### src/hw/rtl/sit_pkg.sv
// shared types and constants for the segment intersection test core
package sit_pkg;

  localparam int COORD_WIDTH = 16;
  localparam int DIFF_WIDTH  = COORD_WIDTH + 1;
  localparam int PROD_WIDTH  = 2 * DIFF_WIDTH;
  localparam int CROSS_WIDTH = PROD_WIDTH + 1;

  typedef logic signed [COORD_WIDTH-1:0] coord_t;
  typedef logic signed [DIFF_WIDTH-1:0]  diff_t;
  typedef logic signed [PROD_WIDTH-1:0]  prod_t;
  typedef logic signed [CROSS_WIDTH-1:0] cross_t;

  typedef enum logic [1:0] {
    CASE_GENERAL   = 2'd0,
    CASE_PARALLEL  = 2'd1,
    CASE_ONE_VERT  = 2'd2,
    CASE_BOTH_VERT = 2'd3
  } case_code_t;

  typedef struct packed {
    coord_t seg_a_start_x;
    coord_t seg_a_start_y;
    coord_t seg_a_end_x;
    coord_t seg_a_end_y;
    coord_t seg_b_start_x;
    coord_t seg_b_start_y;
    coord_t seg_b_end_x;
    coord_t seg_b_end_y;
  } request_t;

  typedef struct packed {
    logic       intersects;
    case_code_t case_code;
  } result_t;

  // classification flags that ride alongside the cross products
  typedef struct packed {
    logic vert_a;
    logic vert_b;
    logic both_hit;
    logic x_overlap;
  } side_t;

endpackage

### src/hw/rtl/sit_cross_unit.sv
// two-stage exact 2d cross product p.x * q.y - p.y * q.x
module sit_cross_unit (
  input  logic           clk,
  input  sit_pkg::diff_t px,
  input  sit_pkg::diff_t py,
  input  sit_pkg::diff_t qx,
  input  sit_pkg::diff_t qy,
  output sit_pkg::cross_t cross_prod
);

  sit_pkg::prod_t m0;
  sit_pkg::prod_t m1;

  always_ff @(posedge clk) begin
    m0         <= sit_pkg::PROD_WIDTH'(px) * sit_pkg::PROD_WIDTH'(qy);
    m1         <= sit_pkg::PROD_WIDTH'(py) * sit_pkg::PROD_WIDTH'(qx);
    cross_prod <= sit_pkg::CROSS_WIDTH'(m0) - sit_pkg::CROSS_WIDTH'(m1);
  end

endmodule

### config.mk
export PLATFORM = sky130hd
export DESIGN_NAME = sit_cross_unit
export DESIGN_NICKNAME = d
export VERILOG_FILES = /design/src/hw/rtl/sit_pkg.sv /design/src/hw/rtl/sit_cross_unit.sv
export SDC_FILE = /design/constraint.sdc
export NUM_CORES = 2
export LEC_CHECK = 0
export BUFFER_PORTS_ARGS = -buffer_cell sky130_fd_sc_hd__buf_4
export CORE_AREA = 2 2 194 196
export CTS_BUF_LIST = sky130_fd_sc_hd__clkbuf_8
export DETAILED_ROUTE_END_ITERATION = 6
export DIE_AREA = 0 0 196 198
export HOLD_SLACK_MARGIN = 0.05
export PLACE_DENSITY = 0.88
export SYNTH_ARGS = -nofsm -noshare
export SYNTH_HDL_FRONTEND = slang
export SYNTH_SLANG_ARGS = --single-unit
### constraint.sdc
create_clock -name clk -period 10.8 [get_ports clk]
set_clock_uncertainty 0.05 [all_clocks]
set_input_delay 1.62 -clock clk [delete_from_list [all_inputs] [get_ports clk]]
set_output_delay 1.62 -clock clk [all_outputs]
set_load 0.02 [all_outputs]
# --- Word level (Yosys, flattened, before mapping) ---
# Index checks and enable logic that the tools add are counted.
classes:
  addsub: 1
  multipliers: 2
ops:
  columns: ["operator", "n"]
  rows:
  - ["$mul 17x17->34", 2]
  - ["$sub 34x34->35", 1]
totals:
  register_bits: 103
  in_bits: 69
  output_inout_bits: 35
  elab_cells: 6

# --- Logic depth before layout (Yosys ltp) ---
depth:
  depth_word: 1
  mapped_depth: 25
  ltp_nobuf: 23

# --- Worst setup path before layout ---
# No wires, ideal clock.
synth_path:
  kind: "input port to flip-flop"
  startpoint: "input port qx[8]"
  endpoint: "register m1[32]"
  setup_time_ns: 0.072
  t_arrival_ns: 7.396
  required_ns: 10.678
  setup_slack_ns: 3.282
  stages: 23
  path_buffers: 3
  path_cell_list: "clkbuf_1 -> clkbuf_1 -> nand2_1 -> fa_1 -> inv_1 -> fa_1 -> fa_1 -> fa_1 -> fa_1 -> inv_1 -> fa_1 -> inv_1 -> ha_1 -> clkbuf_1 -> a21o_1 -> a21o_1 -> a2111o_1 -> a21oi_1 -> o32ai_1 -> o41a_1 -> a21o_1 -> a21oi_2 -> xnor2_1"
synth_between:
  elab_chain_cells: 1
synth_rtl:
  columns: ["element", "line", "text"]
  rows:
  - ["start: declaration", "sit_cross_unit.sv:6", "input sit_pkg::diff_t qx,"]
  - ["$mul 17x17->34", "sit_cross_unit.sv:16", "m1 <= sit_pkg::PROD_WIDTH'(py) * sit_pkg::PROD_WIDTH'(qx);"]
  - ["end signal: assignment", "sit_cross_unit.sv:16", null]
  - ["end: declaration", "sit_cross_unit.sv:12", "sit_pkg::prod_t m1;"]
# No other way between the ends.

# --- Worst setup path in the final report ---
layout_path:
  startpoint: "input port px[16]"
  endpoint: "register m0[32]"
layout_between:
  elab_chain_cells: 1
layout_rtl:
  columns: ["element", "line", "text"]
  rows:
  - ["start: declaration", "sit_cross_unit.sv:4", "input sit_pkg::diff_t px,"]
  - ["$mul 17x17->34", "sit_cross_unit.sv:15", "m0 <= sit_pkg::PROD_WIDTH'(px) * sit_pkg::PROD_WIDTH'(qy);"]
  - ["end signal: assignment", "sit_cross_unit.sv:15", null]
  - ["end: declaration", "sit_cross_unit.sv:11", "sit_pkg::prod_t m0;"]
# No other way between the ends.

==> results.txt <==
Pre-CTS setup slack = 2800 ps
Crit path required time = 11040 ps
CP peak stage delay = 910 ps
Vias in the first global route = 21000
Fin Hold WS = 463 ps
Reg2reg path depth = 12
WP buf/inv = 6
Area contributors post-synth = fa_1, ha_1, inv_1, dfxtp_1, and2_1
Die Height = 198 µm
H-tree Lvls = 3
Syn_area_per_cell = 9.36 µm²
Slew headroom = 0.563
Io pins = 104
Core box area = 37000 µm²
GRT Overall Usage = 0.313
Minimum clock period = 7720 ps
PostCTS Resize Cnt = 0
Reg-to-Reg End = cross_prod[28]$_DFF_P_
Yosys warnings = 0
Total congestion overflow = 0
# rows = 71
Crit share post-route = 0.715
Die area = 38800 µm²
Synth Cell Area = 25400 µm²
Initial cell density of the core = 0.689
Top-count cell post-synth = inv_1
Reg2Reg Setup Slack = 7450 ps
Drt pass-1 iters = 5
Register bit total from synthesis = 103
Initial antenna violation count = 0
Clk_lat worst skew = 390 ps
Crit end category = flip-flop
Hold Crit Depth = 2
Post-CTS setup buffer count = 0
Most frequent CP cell = inv_1
Layout area overhead = 4.97%
Worst Hold Endpoint = cross_prod[0]$_DFF_P_
Root Driver = clkbuf_8
Residual DRC count = 0
Via count = 18400
Crit path max fanout = 17
Max-slew violation count = 0
Syn Inst Count = 2719
Commonest cells in the netlist = inv_1, fa_1, and2_1, nand2_1, ha_1
Setup TNS = 0 ps
Clock transition at path regs = 110 ps
Post-synth EDFFs = 0
Final Wtd Congestion = 0.923
Vias per cell = 5.69
DP Area = 26500 µm²
Share of layout cells above drive strength 1 = 0.0489
CP Class = input port to flip-flop
Primary FF master, synth = dfxtp_1
Nets@finish = 3622
Maxcap violations = 0
Worst-Margin Slew = 652 ps
Worst Path Arrival = 7960 ps
Clock sink count = 103
Critical R2R Launch = m0[0]$_DFF_P_
Top-area cell type share of the netlist area = 0.467
Finished Cell Area = 26700 µm²
Hold/Removal Path Class = flip-flop to flip-flop
PnR worst setup slack = 3080 ps
Leading area contributor after synthesis = fa_1
Initial DRC Count = 1163
Detail Placement HPWL = 47000 µm
CP Launch Type = input port
Fmax achieved = 0.130 GHz
Hold_sp = m1[0]$_DFF_P_
Post-synth ARST share = 0
PortBufs = 103
CP delay by family, top = adder cells
Final setup viols = 0
Hold_buf cts = 0
CTS tree = built
Largest net degree at the start of global routing = 19
Diode count = 0
Post-Syn Nets = 3585
TritonCTS buffer count = 9
Final wirelength = 55900 µm
Crit-path cells = buf_4 > nand2_1 > inv_1 > ha_1 > fa_1 > inv_1 > fa_1 > inv_1 > fa_1 > inv_1 > fa_1 > inv_1 > ha_1 > nand4_1 > a2111oi_1 > o21ai_0 > a311oi_1 > nand3_1 > a31oi_1 > o21a_1 > nor2_1 > xnor2_1
Clock Path Buffers = 2
CP max stage cell = fa_1
Die Wd = 196 µm
Sequential area share after synthesis = 0.0810
RSZ-0062 raised after global routing = false
Hold Fails Final Rpt = 0
Outcome = finished, final reports clean
Remaining antenna violation count = 0
Routed len/inst = 17.3 µm
Global-route wire length before repair = 96300 µm
Post-synth cell types = 66
final cells by class:
| type | instances | area, µm² |
|---|---|---|
| tap | 474 | 593 |
| sequential | 103 | 2060 |
| timing repair buffer | 103 | 773 |
| fill | 2631 | 10200 |
| clock buffer | 10 | 138 |
| clock inverter | 6 | 51.3 |
| inverter | 671 | 2520 |
| multi-input combinational | 1868 | 20600 |
cells in the final DEF (no fill, tap or decap), types with 3 or more instances in the layout:
master / instances
a31oi_1: 10
fa_1: 593
ha_1: 204
o21bai_1: 5
nor2_1: 78
and2_1: 292
o311ai_0: 3
xor2_1: 20
o21ai_0: 36
a211oi_1: 9
dfxtp_1: 103
nand2b_1: 11
nor3b_1: 3
a21oi_1: 58
and3_1: 8
a21o_1: 41
o31ai_1: 7
o31a_1: 5
nor3_1: 13
o211ai_1: 4
xnor2_1: 79
nand3_1: 12
nor2b_1: 6
or2_2: 5
inv_1: 671
o21a_1: 17
nand4_1: 5
nand2_1: 292
buf_4: 103
clkbuf_8: 10
or3_1: 3
cells by family (layout without fill, tap and decap cells):
logic type      count (synthesis)  in the layout  share of synthesized area
xor+xnor                       99             99                     0.0341
flops                         103            103                     0.0810
compound gates                232            232                     0.0623
fa+ha+maj                     797            797                      0.567
simple gates                  740            740                      0.145
buf+inv                       748            790                      0.110
flip-flops by register name, indices dropped and copies added (netlist names):
signal,cells
m0,34
cross_prod,35
m1,34
worst max-delay path by stage:
stage / startpoint / end / slack [ps] / cells past startpoint
2_1_floorplan: qx[8] / m1[32]$_DFF_P_ / 3280 / 23
3_3_place_gp: qy[2] / m0[32]$_DFF_P_ / 2960 / 21
3_5_place_dp: qy[16] / m0[32]$_DFF_P_ / 2800 / 21
4_1_cts: qy[2] / m0[32]$_DFF_P_ / 3220 / 21
5_1_grt: qy[2] / m0[32]$_DFF_P_ / 2620 / 21
6_report: px[16] / m0[32]$_DFF_P_ / 3080 / 22
stage by stage:
stage,std cells,utilization
floorplan,2719,-
global placement,3219,0.718
detailed placement,3219,0.718
CTS,3235,0.723
global route,3235,0.723
finish,3235,0.723
per-layer routing:
metal,track usage,share of wire,vias to the layer above
met5,0,0,-
met4,0.156,0.053,0
met3,0.0463,0.064,221
met2,0.560,0.52,710
met1,0.371,0.36,9345
li1,-,-,8125
worst reg2reg max path: stages, from the launching register on:
cell and delay, ps:
dfxtp_1 330, inv_1 50, ha_1 230, fa_1 410
nor2b_1 140, o21a_1 140, o21ai_0 110, a211o_1 330
a21oi_1 260, o21ai_1 300, o311ai_0 440, a21oi_1 140
xnor2_1 310
Power is not shown: default switching activity piles up to over one toggle a cycle in this logic, so the estimate is an artifact.
